`config.mk`:
```
export PLATFORM = sky130hd
export DESIGN_NAME = lcg_random_with_range_core
export DESIGN_NICKNAME = d
export VERILOG_FILES = /design/src/rtl/core/lcgr_pkg.sv /design/src/rtl/core/lcgr_gen.sv /design/src/rtl/core/lcgr_mod.sv /design/src/rtl/core/lcg_random_with_range_core.sv
export SDC_FILE = /design/constraint.sdc
export NUM_CORES = 1
export LEC_CHECK = 0
export BUFFER_PORTS_ARGS = -buffer_cell sky130_fd_sc_hd__buf_4
export CELL_PAD_IN_SITES_DETAIL_PLACEMENT = 2
export CELL_PAD_IN_SITES_GLOBAL_PLACEMENT = 2
export CORE_ASPECT_RATIO = 0.8
export CORE_UTILIZATION = 41
export CTS_BUF_LIST = sky130_fd_sc_hd__clkbuf_4 sky130_fd_sc_hd__clkbuf_8
export CTS_CLUSTER_SIZE = 20
export DETAILED_ROUTE_END_ITERATION = 12
export PLACE_DENSITY_LB_ADDON = 0.1
export REMOVE_ABC_BUFFERS = 1
export SYNTH_ARGS = -nofsm -noshare
export SYNTH_HDL_FRONTEND = slang
export SYNTH_SLANG_ARGS = --single-unit
```
`constraint.sdc`:
```
create_clock -name aclk -period 9.87 [get_ports aclk]
set_clock_uncertainty 0.1 [all_clocks]
set_input_delay 1.4805 -clock aclk [delete_from_list [all_inputs] [get_ports aclk]]
set_output_delay 1.4805 -clock aclk [all_outputs]
set_load 0.02 [all_outputs]
```
`src/rtl/core/lcgr_pkg.sv`:
```
// ============================================================================
// lcgr_pkg
// Shared constants for the range-shaped LCG random word generator.
// ============================================================================
package lcgr_pkg;

    localparam int unsigned WORD_W   = 32;
    localparam int unsigned FUNC_W   = 3;
    localparam int unsigned HALF_W   = WORD_W / 2;
    localparam int unsigned S_DATA_W = 104;
    localparam int unsigned CNT_W    = $clog2(WORD_W);

    localparam logic [WORD_W-1:0] LCG_MUL    = 32'd214013;
    localparam logic [WORD_W-1:0] LCG_ADD    = 32'd2531011;
    localparam logic [WORD_W-1:0] SEED_RESET = 32'd1;

    localparam logic [WORD_W-1:0] MASK_ALL   = 32'hFFFF_FFFF;
    localparam logic [WORD_W-1:0] MASK_BYTE  = 32'h0000_00FF;
    localparam logic [WORD_W-1:0] MASK_SHORT = 32'h0000_FFFF;
    localparam logic [WORD_W-1:0] MASK_COLOR = 32'h00FF_FFFF;

    localparam logic [FUNC_W-1:0] FUNC_RAW   = 3'd0;
    localparam logic [FUNC_W-1:0] FUNC_BELOW = 3'd1;
    localparam logic [FUNC_W-1:0] FUNC_RANGE = 3'd2;
    localparam logic [FUNC_W-1:0] FUNC_BYTE  = 3'd3;
    localparam logic [FUNC_W-1:0] FUNC_SHORT = 3'd4;
    localparam logic [FUNC_W-1:0] FUNC_COLOR = 3'd5;

    localparam logic [0:0] REG_SEED = 1'b0;

endpackage

```
`src/rtl/core/lcgr_gen.sv`:
```
// ============================================================================
// lcgr_gen
// Generator state: one LCG step per advance, seed reload, raw word assembly.
// ============================================================================
module lcgr_gen
    import lcgr_pkg::*;
(
    input  logic              aclk,
    input  logic              aresetn,
    input  logic              load,
    input  logic [WORD_W-1:0] seed,
    input  logic              advance,
    output logic [WORD_W-1:0] raw
);

    logic [WORD_W-1:0] state_reg, state_next;
    logic [HALF_W-1:0] hi_prev_reg;
    logic [WORD_W-1:0] prod;

    assign prod = state_reg * LCG_MUL;

    always_comb begin
        state_next = state_reg;
        if (load) begin
            state_next = seed;
        end else if (advance) begin
            state_next = prod + LCG_ADD;
        end
    end

    always_ff @(posedge aclk) begin
        if (!aresetn) begin
            state_reg <= SEED_RESET;
        end else begin
            state_reg <= state_next;
        end
    end

    always_ff @(posedge aclk) begin
        if (advance) begin
            hi_prev_reg <= state_reg[WORD_W-1:HALF_W];
        end
    end

    assign raw = {hi_prev_reg, state_reg[WORD_W-1:HALF_W]};

endmodule

```
`src/rtl/core/lcgr_mod.sv`:
```
// ============================================================================
// lcgr_mod
// Bit-serial restoring remainder: one dividend bit per cycle.
// ============================================================================
module lcgr_mod
    import lcgr_pkg::*;
(
    input  logic              aclk,
    input  logic              aresetn,
    input  logic              start,
    input  logic [WORD_W-1:0] dividend,
    input  logic [WORD_W-1:0] divisor,
    output logic              busy,
    output logic              done,
    output logic [WORD_W-1:0] rem
);

    logic              busy_reg, done_reg;
    logic [CNT_W-1:0]  cnt_reg;
    logic [WORD_W-1:0] dvd_reg, dvr_reg, rem_reg;
    logic [WORD_W:0]   shifted, rem_step;

    always_comb begin
        shifted  = {rem_reg, dvd_reg[WORD_W-1]};
        rem_step = shifted;
        if (shifted >= {1'b0, dvr_reg}) begin
            rem_step = shifted - {1'b0, dvr_reg};
        end
    end

    always_ff @(posedge aclk) begin
        if (!aresetn) begin
            busy_reg <= 1'b0;
            done_reg <= 1'b0;
            cnt_reg  <= '0;
        end else begin
            done_reg <= 1'b0;
            if (start) begin
                busy_reg <= 1'b1;
                cnt_reg  <= CNT_W'(WORD_W - 1);
            end else if (busy_reg) begin
                cnt_reg <= cnt_reg - 1'b1;
                if (cnt_reg == '0) begin
                    busy_reg <= 1'b0;
                    done_reg <= 1'b1;
                end
            end
        end
    end

    always_ff @(posedge aclk) begin
        if (start) begin
            dvd_reg <= dividend;
            dvr_reg <= divisor;
            rem_reg <= '0;
        end else if (busy_reg) begin
            dvd_reg <= {dvd_reg[WORD_W-2:0], 1'b0};
            rem_reg <= rem_step[WORD_W-1:0];
        end
    end

    assign busy = busy_reg;
    assign done = done_reg;
    assign rem  = rem_reg;

endmodule

```
`src/rtl/core/lcg_random_with_range_core.sv`:
```
// ============================================================================
// lcg_random_with_range_core
// Random word generator with raw, bounded, range, byte, short and color modes.
// ============================================================================
// Requests arrive on the s_ stream: func, limit, range_low, range_high packed
// in s_tdata. Each request yields one 32-bit word on the m_ stream.
// A draw advances the 32-bit LCG twice and joins the two upper halves.
// From the accepting edge a request moves to decode; requests that take a
// draw then pass the two draw states and shape, and those that need a
// remainder the divide state, run by the bit-serial remainder unit, which
// retires one dividend bit per cycle. All end in the finish state.
// One request is in work at a time; s_tready is high only while idle, so a
// new request is taken only after the previous one leaves finish. A finished
// word sits in the output register so the next request is taken while it
// waits. If the receiver stalls, the output register holds and the
// following result waits in its final state until the register frees.
// The APB seed register answers at addresses 0 to 3; writing it reloads the
// generator state at once. Reset (aresetn low, synchronous) sets seed and
// state to one and empties the output register.
// ============================================================================
module lcg_random_with_range_core
    import lcgr_pkg::*;
(
    input  logic                aclk,
    input  logic                aresetn,
    // [2:0] func, [34:3] limit, [66:35] range_low, [98:67] range_high
    input  logic [S_DATA_W-1:0] s_tdata,
    input  logic                s_tvalid,
    output logic                s_tready,
    // [31:0] value
    output logic [WORD_W-1:0]   m_tdata,
    output logic                m_tvalid,
    input  logic                m_tready,
    input  logic                psel,
    input  logic                penable,
    input  logic                pwrite,
    input  logic [2:0]          paddr,
    input  logic [WORD_W-1:0]   pwdata,
    output logic [WORD_W-1:0]   prdata,
    output logic                pready
);

    localparam logic [2:0] ST_IDLE   = 3'd0;
    localparam logic [2:0] ST_DECODE = 3'd1;
    localparam logic [2:0] ST_DRAW1  = 3'd2;
    localparam logic [2:0] ST_DRAW2  = 3'd3;
    localparam logic [2:0] ST_SHAPE  = 3'd4;
    localparam logic [2:0] ST_DIVIDE = 3'd5;
    localparam logic [2:0] ST_FINISH = 3'd6;

    logic [2:0]        state_reg, state_next;
    logic [WORD_W-1:0] seed_reg;
    logic              seed_wr;

    logic [FUNC_W-1:0] func_reg;
    logic [WORD_W-1:0] limit_reg, lo_reg, hi_reg;
    logic [WORD_W-1:0] mask_reg, off_reg, dvr_reg, res_reg;
    logic              mod_reg;
    logic [WORD_W-1:0] out_reg;
    logic              out_vld_reg;

    logic              accept, advance, div_start, div_busy, div_done, out_load;
    logic [WORD_W-1:0] raw, raw_masked, rem;
    logic              lo_gt;
    logic [WORD_W-1:0] lo_s, hi_s, span;
    logic [HALF_W-1:0] n16;

    logic              skip;
    logic [WORD_W-1:0] skip_val, mask_d, off_d, dvr_d;
    logic              mod_d;

    assign pready  = 1'b1;
    assign prdata  = seed_reg;
    assign seed_wr = psel && penable && pwrite && pready && (paddr[2] == REG_SEED);

    always_ff @(posedge aclk) begin
        if (!aresetn) begin
            seed_reg <= SEED_RESET;
        end else if (seed_wr) begin
            seed_reg <= pwdata;
        end
    end

    assign s_tready = (state_reg == ST_IDLE);
    assign accept   = s_tvalid && s_tready;
    assign advance  = (state_reg == ST_DRAW1) || (state_reg == ST_DRAW2);
    assign out_load = (state_reg == ST_FINISH) && (!out_vld_reg || m_tready);

    lcgr_gen u_gen (
        .aclk    (aclk),
        .aresetn (aresetn),
        .load    (seed_wr),
        .seed    (pwdata),
        .advance (advance),
        .raw     (raw)
    );

    assign raw_masked = raw & mask_reg;
    assign div_start  = (state_reg == ST_SHAPE) && mod_reg;

    lcgr_mod u_mod (
        .aclk     (aclk),
        .aresetn  (aresetn),
        .start    (div_start),
        .dividend (raw_masked),
        .divisor  (dvr_reg),
        .busy     (div_busy),
        .done     (div_done),
        .rem      (rem)
    );

    always_comb begin
        lo_gt = $signed(lo_reg) > $signed(hi_reg);
        lo_s  = lo_gt ? hi_reg : lo_reg;
        hi_s  = lo_gt ? lo_reg : hi_reg;
        span  = hi_s - lo_s + 1'b1;
        n16   = limit_reg[HALF_W-1:0];

        skip     = 1'b0;
        skip_val = '0;
        mask_d   = MASK_ALL;
        off_d    = '0;
        dvr_d    = limit_reg;
        mod_d    = 1'b0;
        case (func_reg)
            FUNC_RAW: begin
                mask_d = MASK_ALL;
            end
            FUNC_BELOW: begin
                skip  = (limit_reg == '0);
                mod_d = 1'b1;
            end
            FUNC_RANGE: begin
                skip     = (lo_reg == hi_reg);
                skip_val = lo_reg;
                off_d    = lo_s;
                dvr_d    = span;
                mod_d    = (span != '0);
            end
            FUNC_BYTE: begin
                mask_d = MASK_BYTE;
            end
            FUNC_SHORT: begin
                skip   = (n16 == '0);
                mask_d = MASK_SHORT;
                dvr_d  = {{(WORD_W-HALF_W){1'b0}}, n16};
                mod_d  = 1'b1;
            end
            FUNC_COLOR: begin
                mask_d = MASK_COLOR;
            end
            default: begin
                skip = 1'b1;
            end
        endcase
    end

    always_comb begin
        state_next = state_reg;
        case (state_reg)
            ST_IDLE: begin
                if (accept) begin
                    state_next = ST_DECODE;
                end
            end
            ST_DECODE: begin
                state_next = skip ? ST_FINISH : ST_DRAW1;
            end
            ST_DRAW1: begin
                state_next = ST_DRAW2;
            end
            ST_DRAW2: begin
                state_next = ST_SHAPE;
            end
            ST_SHAPE: begin
                state_next = mod_reg ? ST_DIVIDE : ST_FINISH;
            end
            ST_DIVIDE: begin
                if (div_done) begin
                    state_next = ST_FINISH;
                end
            end
            ST_FINISH: begin
                if (out_load) begin
                    state_next = ST_IDLE;
                end
            end
            default: begin
                state_next = ST_IDLE;
            end
        endcase
    end

    always_ff @(posedge aclk) begin
        if (!aresetn) begin
            state_reg   <= ST_IDLE;
            out_vld_reg <= 1'b0;
        end else begin
            state_reg <= state_next;
            if (out_load) begin
                out_vld_reg <= 1'b1;
            end else if (m_tready) begin
                out_vld_reg <= 1'b0;
            end
        end
    end

    always_ff @(posedge aclk) begin
        if (accept) begin
            func_reg  <= s_tdata[FUNC_W-1:0];
            limit_reg <= s_tdata[FUNC_W +: WORD_W];
            lo_reg    <= s_tdata[FUNC_W+WORD_W +: WORD_W];
            hi_reg    <= s_tdata[FUNC_W+2*WORD_W +: WORD_W];
        end
        if (state_reg == ST_DECODE) begin
            mask_reg <= mask_d;
            off_reg  <= off_d;
            dvr_reg  <= dvr_d;
            mod_reg  <= mod_d;
            res_reg  <= skip_val;
        end
        if ((state_reg == ST_SHAPE) && !mod_reg) begin
            res_reg <= raw_masked + off_reg;
        end
        if ((state_reg == ST_DIVIDE) && div_done) begin
            res_reg <= rem + off_reg;
        end
        if (out_load) begin
            out_reg <= res_reg;
        end
    end

    assign m_tdata  = out_reg;
    assign m_tvalid = out_vld_reg;

`ifndef NO_ASSERTIONS
    a_one_in_flight: assert property (@(posedge aclk) disable iff (!aresetn)
        s_tvalid && s_tready |=> !s_tready)
        else $error("request taken while another is in work");

    a_div_in_divide: assert property (@(posedge aclk) disable iff (!aresetn)
        div_busy |-> state_reg == ST_DIVIDE)
        else $error("remainder unit busy outside divide state");

    a_finish_delivers: assert property (@(posedge aclk) disable iff (!aresetn)
        out_load |=> m_tvalid && s_tready)
        else $error("finished result not presented");
`endif

endmodule
```
==> impl_metrics.yaml, run 1 <==
status:
  status: "completed"
hold_path:
  holdPathStages: 0
  min_from: "res_reg[4]$_DFFE_PP_"
  hold_path_class: "flop to flop"
  holdPathEnd: "m_tdata[4]$_DFFE_PP_"
drt:
  antenna_left: 0
  drt-total-wl_um: 112900
  viasPerCell: 5.684
  drt_pass1_iterations: 5
  drtIter0Drc: 1647
  wl_per_cell_um: 25.66
  vias: 25010
  drc: 0
synthesis:
  avgSynthCellArea_um2: 9.935
  synth_area_um2: 30940
  synth_seq_area_share_pct: 37.11
  synth_cell_types: 81
  ys_warn_count: 0
  ys_seq_elements: 418
  async_flop_share_pct: 0
  synth-main-ff-cell: "edfxtp_1"
  synth_edf_count: 311
  synthCells: 3114
sta:
  rsz0062_at_grt: "false"
  finalSetupTns_ns: 0
  slew_headroom_pct: 8.169
  slew_violations: 0
  fin_crit_ns: 8.017
  tightest_slew_ns: 1.366
  timing.fmax_mhz: 124.7
  whs_ns: 0.3134
  finalCritPeriodShare_pct: 81.22
  setup_viol: 0
  hold_viol_final: 0
cts:
  cts.repair.resized: 0
  cts_root_buf: "clkbuf_8"
  cts_buffer_depth: 3
  path_clk_slew_ns: 0.07
  h-tree-depth: 3
  cts_buffers: 77
  cts_tree: "done"
  post_cts_buffers: 0
  cts_hold_buf: 0
  clock_sinks: 418
  clk_latency_ns: 0.71
grt:
  antenna_found_initial: 14
  grtUsageTotal_pct: 29.76
  grt_pass1_vias: 27350
  grt_pass1_wl_um: 169700
  grt_start_max_net_pins: 70
  grt_overflow: 0
floorplanning:
  initial_utilization_pct: 41.71
  die_w_um: 309.1
  die_area_um2: 76570
  io_pins: 213
  dieHeight_um: 247.7
  core-area_um2: 74160
  row_count: 89
critical_path:
  cp_num_buf_inv: 0
  crit_arrival_ns: 8.36
  r2r_start: "lo_reg[2]$_DFFE_PP_"
  max_stage_delay_ns: 0.68
  rr_endpoint: "mod_reg$_DFFE_PP_"
  cp_max_fo: 36
  crit_family: "compound AO/OA/AOI/OAI gates"
  rr_worst_depth: 22
  critPathLaunchType: "flop"
  worst_path_max_delay_cell: "and2_2"
  path_class: "flop to flop"
  critical_path_required_ns: 10.21
  endpoint_kind: "flop"
  critical_path.cell_chain: "ha_1 > a21oi_1 > o221ai_1 > a221o_1 > a211oi_1 > o21ai_1 > xnor2_1 > and2_2 > nand2_1 > o21ai_0 > ha_1 > fa_1 > a21o_1 > a22oi_1 > or4_1 > a31oi_1 > or2_1 > xnor2_1 > nand4_1 > nor4_1 > nand4_1 > o41a_1"
  r2r_slack_ns: 1.85
cells_and_area:
  drive_gt1_share_pct: 12.36
  nNetsFinal: 3971
  n_fill_cell: 7902
  synthToLayoutAreaGrowth_pct: 13.93
job:
  drv_cap: 0
placed_design:
  dp_hpwl_um: 88770
  port_buffers: 204
  routabilityCongestion: 0.9377
kinds of logic (layout without fill, tap and decap cells):
group / after synthesis / count (layout) / synth area share, %
and+or+nand+nor: 760 / 760 / 11.26
AOI/OAI and AO/OA: 756 / 756 / 15.30
buffers and inverters: 499 / 782 / 6.103
adders and majority gates: 489 / 489 / 24.53
DFF: 418 / 418 / 37.11
xor gates and xnor gates: 149 / 149 / 4.218
muxes: 42 / 42 / 1.460
other: 1 / 2 / 0.01212
how the worst max path moves through the flow:
stage,from,end,slack [ns],cells past startpoint
floorplan,state_reg[0]$_SDFFE_PN0P_,res_reg[0]$_DFFE_PP_,3.02,3
global placement,lo_reg[2]$_DFFE_PP_,mod_reg$_DFFE_PP_,2.37,22
detailed placement,lo_reg[2]$_DFFE_PP_,mod_reg$_DFFE_PP_,2.11,22
CTS,lo_reg[2]$_DFFE_PP_,mod_reg$_DFFE_PP_,2.09,22
global route,lo_reg[2]$_DFFE_PP_,mod_reg$_DFFE_PP_,1.53,22
finish,lo_reg[2]$_DFFE_PP_,mod_reg$_DFFE_PP_,1.85,22
Yosys cell counts (66+ instances only):
cell	count	share of area, %
edfxtp_1	311	30
xnor2_1	103	2.9
a21oi_1	272	4.4
dfxtp_1	107	6.9
clkbuf_1	78	0.95
ha_1	293	12
nand2_1	328	4.0
nand3_1	67	1.1
fa_1	196	13
nor2_1	143	1.7
inv_1	404	4.9
a21o_1	66	1.6
o21ai_0	112	1.8
placed cells by master (no fill, tap or decap), types with 46 or more instances in the layout:
master,n
a21o_1,66
a21oi_1,272
buf_4,236
clkbuf_8,89
dfxtp_1,107
edfxtp_1,311
fa_1,196
ha_1,293
inv_1,403
nand2_1,328
nand3_1,67
nor2_1,141
o21ai_0,112
o21ai_1,50
xnor2_1,103
xor2_1,46
stage by stage:
| step | setup WS, ns | instances | instance area [um2] | util (%) |
|---|---|---|---|---|
| 3_3_place_gp | 2.371 | 4258 | 33640 | 45.36 |
| 3_5_place_dp | 2.107 | 4258 | 33640 | 45.36 |
| 4_1_cts | 2.086 | 4398 | 35250 | 47.52 |
| 5_1_grt | 1.531 | 4398 | 35250 | 47.52 |
| 2_1_floorplan | 3.022 | 3021 | 30570 | - |
| 6_report | 1.853 | 4399 | 35250 | 47.53 |
cell type report:
cell class | instances | area (um2) | area share, %
diodes | 1 | 2.502 | 0.007099
clock buffers | 115 | 1420 | 4.029
clock inverters | 25 | 183.9 | 0.5218
inverters | 406 | 1524 | 4.324
multi-input cells | 2197 | 17610 | 49.97
flip-flops and latches | 418 | 11480 | 32.57
well taps | 1001 | 1252 | 3.553
repair buffers | 236 | 1772 | 5.026
per-layer routing:
layer	wire, um	part of all wire [%]	track usage (%)	vias up
li1	-	-	-	11360
met1	52990	47	42.19	12860
met2	50410	45	46.29	640
met3	6980	6.2	6.029	149
met4	2480	2.2	7.659	4
met5	23	0.020	0	-
Power of run 1 is left out: the tool's default activity adds up to more than one toggle a clock period on the data nets, which glitch-free logic cannot reach.
==> inputs of run 2 (changes only) <==
--- a/config.mk
+++ b/config.mk
@@ -9,7 +9,7 @@
 export CELL_PAD_IN_SITES_DETAIL_PLACEMENT = 2
 export CELL_PAD_IN_SITES_GLOBAL_PLACEMENT = 2
 export CORE_ASPECT_RATIO = 0.8
-export CORE_UTILIZATION = 41
+export CORE_UTILIZATION = 37
 export CTS_BUF_LIST = sky130_fd_sc_hd__clkbuf_4 sky130_fd_sc_hd__clkbuf_8
 export CTS_CLUSTER_SIZE = 20
 export DETAILED_ROUTE_END_ITERATION = 12
==> constraint.sdc (replaced) <==
create_clock -name aclk -period 6.9 [get_ports aclk]
set_clock_uncertainty 0.1 [all_clocks]
set_input_delay 1.035 -clock aclk [delete_from_list [all_inputs] [get_ports aclk]]
set_output_delay 1.035 -clock aclk [all_outputs]
set_load 0.02 [all_outputs]
==> run 2 against run 1 <==
Net effect:
- wire length grew 2.4%
- via count up 2.9%
- global-route usage decreased by 2.6 points
- register-to-register slack worse by 1.7 ns
- fmax rose by 19%
- critical path type unchanged
- highest routed layer unchanged
==> impl_metrics.yaml, run 2 (synthesized netlist as in run 1, its figures left out) <==
sta:
  slew_violations: 0
  slew_headroom_pct: 21.02
  setup_viol: 0
  finalCritPeriodShare_pct: 97.55
  hold_viol_final: 0
  tightest_slew_ns: 1.185
  timing.fmax_mhz: 148.6
  fin_crit_ns: 6.731
floorplanning:
  io_pins: 213
  die_w_um: 325.3
  initial_utilization_pct: 37.52
  die_area_um2: 84780
  core-area_um2: 82450
  dieHeight_um: 260.6
  row_count: 94
placed_design:
  dp.cells: 4561
  dp_hpwl_um: 93580
  port_buffers: 204
  routabilityCongestion: 0.9000
drt:
  drt_pass1_iterations: 5
  drt-total-wl_um: 115600
  wl_per_cell_um: 24.54
  drtIter0Drc: 1404
  antenna_left: 0
  vias: 25730
  viasPerCell: 5.462
  drc: 0
cts:
  path_clk_slew_ns: 0.07
  post_cts_buffers: 0
  cts_tree: "done"
  h-tree-depth: 3
  cts_buffer_depth: 3
  cts_root_buf: "clkbuf_8"
  clk_latency_ns: 0.73
  cts_buffers: 77
  clock_sinks: 418
  cts_hold_buf: 0
grt:
  grt_pass1_vias: 28230
  grt_pass1_wl_um: 173200
  grt_overflow: 0
  antenna_found_initial: 9
  grt_start_max_net_pins: 72
  grtUsageTotal_pct: 27.18
cells_and_area:
  nNetsFinal: 4171
  n_fill_cell: 8749
  post_layout_nonfiller_instances: 4710
  multiInputGateArea_um2: 17660
  final_cell_mix: "436 x buf_4, 401 x inv_1, 328 x nand2_1"
  drive_gt1_share_pct: 17.36
  synthToLayoutAreaGrowth_pct: 19.42
  regArea_um2: 11480
  final_util_pct: 44.81
  final_common_cell: "buf_4"
critical_path:
  worst_path_max_delay_cell: "edfxtp_1"
  path_class: "flop to flop"
  cp_max_fo: 8
  crit_path_frequent_cell: "buf_4"
  critPathLaunchType: "flop"
  endpoint_kind: "flop"
  critical_path_required_ns: 7.27
  max_stage_delay_ns: 0.42
  crit_arrival_ns: 7.10
status:
  status: "completed"
hold_path:
  hold_path_class: "flop to flop"
job:
  drv_cap: 0
run 2: worst max-delay path: cells and delay by family, from the launching register on:
family	cells	cell delay, ns
xor gates and xnor gates	2	0.34
adders and majority gates	2	0.61
buffers and inverters	7	1.19
DFF	1	0.42
AOI/OAI and AO/OA	11	2.55
and+or+nand+nor	7	1.27
run 2: stage by stage:
step                      hold slack, ns  setup TNS, ns  worst slack [ns]  instance area, um2
after CTS                         0.3006              0           0.05122               36890
after detailed placement          0.3057       -0.05126          -0.05126               35260
final                             0.3087              0            0.1689               36950
after floorplan                   0.3003              0           0.05222               30570
after global placement            0.3025              0            0.2672               35260
after global routing              0.3112       -0.02133          -0.02133               36930
run 2: layer usage:
metal / wire, um / GRT usage, % / vias up
met5: 57 / 0 / -
met4: 3298 / 8.451 / 8
met3: 7054 / 5.351 / 177
met2: 51020 / 41.99 / 581
met1: 54150 / 38.28 / 13170
li1: - / - / 11790
run 2: repair_timing:
action	CTS	global route
gates resized for setup	3	15
endpoints found under the setup margin	3	13
cloned	0	0
endpoints found under the hold margin	0	0
run 2: cell type report:
type,instances,area share [%]
Inverter,406,4.125
Clock inverter,32,0.7281
Clock buffer,111,3.627
Multi-Input combinational cell,2197,47.80
Tap cell,1104,3.739
Sequential cell,418,31.08
Antenna cell,6,0.04064
Timing Repair Buffer,436,8.859
run 2: path summary, 6_finish.rpt:
kind | to | cells past startpoint | slack [ns] | from
hold / removal | u_mod.dvr_reg[16]$_DFFE_PP_ | 0 | 0.31 | dvr_reg[16]$_DFFE_PP_
setup / recovery | mod_reg$_DFFE_PP_ | 29 | 0.17 | lo_reg[9]$_DFFE_PP_
setup reg to reg | mod_reg$_DFFE_PP_ | 29 | 0.17 | lo_reg[9]$_DFFE_PP_
hold reg to reg | u_mod.dvr_reg[16]$_DFFE_PP_ | 0 | 0.31 | dvr_reg[16]$_DFFE_PP_
Power of run 2 is left out for the same reason.
==> inputs of run 3 (changes only) <==
--- a/config.mk
+++ b/config.mk
@@ -9,7 +9,7 @@
 export CELL_PAD_IN_SITES_DETAIL_PLACEMENT = 2
 export CELL_PAD_IN_SITES_GLOBAL_PLACEMENT = 2
 export CORE_ASPECT_RATIO = 0.8
-export CORE_UTILIZATION = 37
+export CORE_UTILIZATION = 44
 export CTS_BUF_LIST = sky130_fd_sc_hd__clkbuf_4 sky130_fd_sc_hd__clkbuf_8
 export CTS_CLUSTER_SIZE = 20
 export DETAILED_ROUTE_END_ITERATION = 12
==> constraint.sdc (replaced) <==
create_clock -name aclk -period 8.1 [get_ports aclk]
set_clock_uncertainty 0.1 [all_clocks]
set_input_delay 1.215 -clock aclk [delete_from_list [all_inputs] [get_ports aclk]]
set_output_delay 1.215 -clock aclk [all_outputs]
set_load 0.02 [all_outputs]
==> run 3 against run 2 <==
Net effect:
- critical path type unchanged
- critical path depth shrank 7
- non-clock buffer count shrank 176
- core utilization grew 6.2 points
- via count grew 0.19%
==> impl_metrics.yaml, run 3 (synthesized netlist as in run 1, its figures left out) <==
sta:
  finalSetupTns_ns: 0
  timing.fmax_mhz: 129.3
  setup_viol: 0
  setup_ws_ns: 0.3639
  finalCritPeriodShare_pct: 95.51
  slew_violations: 0
  fin_crit_ns: 7.736
  slew_headroom_pct: 8.905
  hold_viol_final: 0
  tightest_slew_ns: 1.352
  rsz0062_at_grt: "false"
hold_path:
  hold_path_class: "flop to flop"
  holdPathStages: 0
placed_design:
  place_ws_ns: 0.4394
  dp_hpwl_um: 92720
  routabilityCongestion: 0.9538
  port_buffers: 204
critical_path:
  crit_path_frequent_cell: "a21oi_1"
  cp_num_buf_inv: 1
  crit_family: "compound AO/OA/AOI/OAI gates"
  crit_arrival_ns: 8.09
  cp_max_fo: 14
  path_class: "flop to flop"
  max_stage_delay_ns: 0.51
  r2r_slack_ns: 0.36
  worst_path_max_delay_cell: "edfxtp_1"
  critical_path_required_ns: 8.45
  cp_num_cells: 22
  endpoint_kind: "flop"
  rr_worst_depth: 22
  critPathLaunchType: "flop"
  critical_path.cell_chain: "ha_1 > a21oi_1 > o221ai_1 > a221o_1 > a211oi_2 > o21ai_1 > xnor2_1 > and2_2 > buf_4 > nor2_1 > a21oi_1 > ha_1 > a21oi_1 > o2111ai_1 > o31ai_1 > a21oi_1 > o2111ai_1 > o211ai_1 > a41oi_1 > nor2b_1 > xnor2_1 > o41a_1"
drt:
  vias: 25770
  drc: 0
  drtIter0Drc: 1782
  wl_met3_um: 6204
  drt_pass1_iterations: 5
  dr.max_layer_used: "met4"
  wl_per_cell_um: 27.71
  viasPerCell: 5.929
  antenna_left: 0
  drt-met1-wl_um: 55790
  met2_length_um: 55450
  drt-total-wl_um: 120500
cells_and_area:
  synthToLayoutAreaGrowth_pct: 14.07
  final_util_pct: 51.01
  nNetsFinal: 3995
  n_fill_cell: 7199
  drive_gt1_share_pct: 12.89
  final_cell_mix: "403 x inv_1, 328 x nand2_1, 311 x edfxtp_1"
  final_common_cell: "inv_1"
cts:
  path_clk_slew_ns: 0.06
  cts_root_buf: "clkbuf_8"
  cts_hold_buf: 0
  clk_latency_ns: 0.72
  clock_sinks: 418
  cts_tree: "done"
  cts_buffers: 77
  h-tree-depth: 3
  cts_buffer_depth: 3
floorplanning:
  row_count: 86
  dieHeight_um: 239.2
  io_pins: 213
  die_area_um2: 71380
  core-area_um2: 69190
  initial_utilization_pct: 44.71
  die_w_um: 298.5
grt:
  antenna_found_initial: 8
  grt_pass1_wl_um: 180800
  grt_start_max_net_pins: 70
  grt_overflow: 0
  grtUsageTotal_pct: 33.79
  grt_pass1_vias: 28470
job:
  drv_cap: 0
status:
  status: "completed"
run 3: cell types whose count changed in the layout (fill, tap and decap cells not counted), sizes merged:
cell      previous run  this run
inv                409       407
buf                436       260
clkinvlp             2         5
bufinv               2         1
clkinv              25        18
clkbuf             111       115
diode                6         2
run 3: worst reg2reg max path: stages, from the launching register on:
cell	delay, ns
edfxtp_1	0.51
ha_1	0.43
a21oi_1	0.22
o221ai_1	0.31
a221o_1	0.44
a211oi_2	0.46
o21ai_1	0.21
xnor2_1	0.27
and2_2	0.50
buf_4	0.24
nor2_1	0.05
a21oi_1	0.26
ha_1	0.31
a21oi_1	0.32
o2111ai_1	0.28
o31ai_1	0.46
a21oi_1	0.36
o2111ai_1	0.36
o211ai_1	0.25
a41oi_1	0.32
nor2b_1	0.22
xnor2_1	0.17
o41a_1	0.45
run 3: timing repair:
item | in CTS | in global routing
gates resized for setup | 0 | 1
hold endpoints to repair | 0 | 0
endpoints found under the setup margin | 0 | 1
buffers inserted | 0 | 0
run 3: path summary, 6_finish.rpt:
check                        startpoint                    end
setup / recovery    lo_reg[2]$_DFFE_PP_      mod_reg$_DFFE_PP_
setup reg to reg    lo_reg[2]$_DFFE_PP_      mod_reg$_DFFE_PP_
hold reg to reg   res_reg[27]$_DFFE_PP_  m_tdata[27]$_DFFE_PP_
hold / removal    res_reg[27]$_DFFE_PP_  m_tdata[27]$_DFFE_PP_
run 3: routing by layer:
| metal | global-route usage [%] | up-vias |
|---|---|---|
| met5 | 0 | - |
| met4 | 9.433 | 0 |
| met3 | 4.435 | 174 |
| met2 | 54.21 | 739 |
| met1 | 47.87 | 13460 |
| li1 | - | 11400 |
run 3: per-stage QoR:
step / instances / cell area (um2) / hold WS, ns
floorplan: 3021 / 30570 / 0.3003
global placement: 4205 / 33730 / 0.3000
detailed placement: 4205 / 33730 / 0.3052
CTS: 4345 / 35280 / 0.3191
global route: 4345 / 35290 / 0.3234
finish: 4347 / 35290 / 0.3190
run 3: area by class of cell:
class	instances	area (um2)	share of cell area [%]
Clock buffer	115	1376	3.900
Clock inverter	25	175.2	0.4964
Sequential cell	418	11480	32.53
Inverter	406	1524	4.318
Timing Repair Buffer	260	1964	5.566
Tap cell	924	1156	3.276
Antenna cell	2	5.005	0.01418
Multi-Input combinational cell	2197	17610	49.90
Power of run 3 is left out for the same reason.
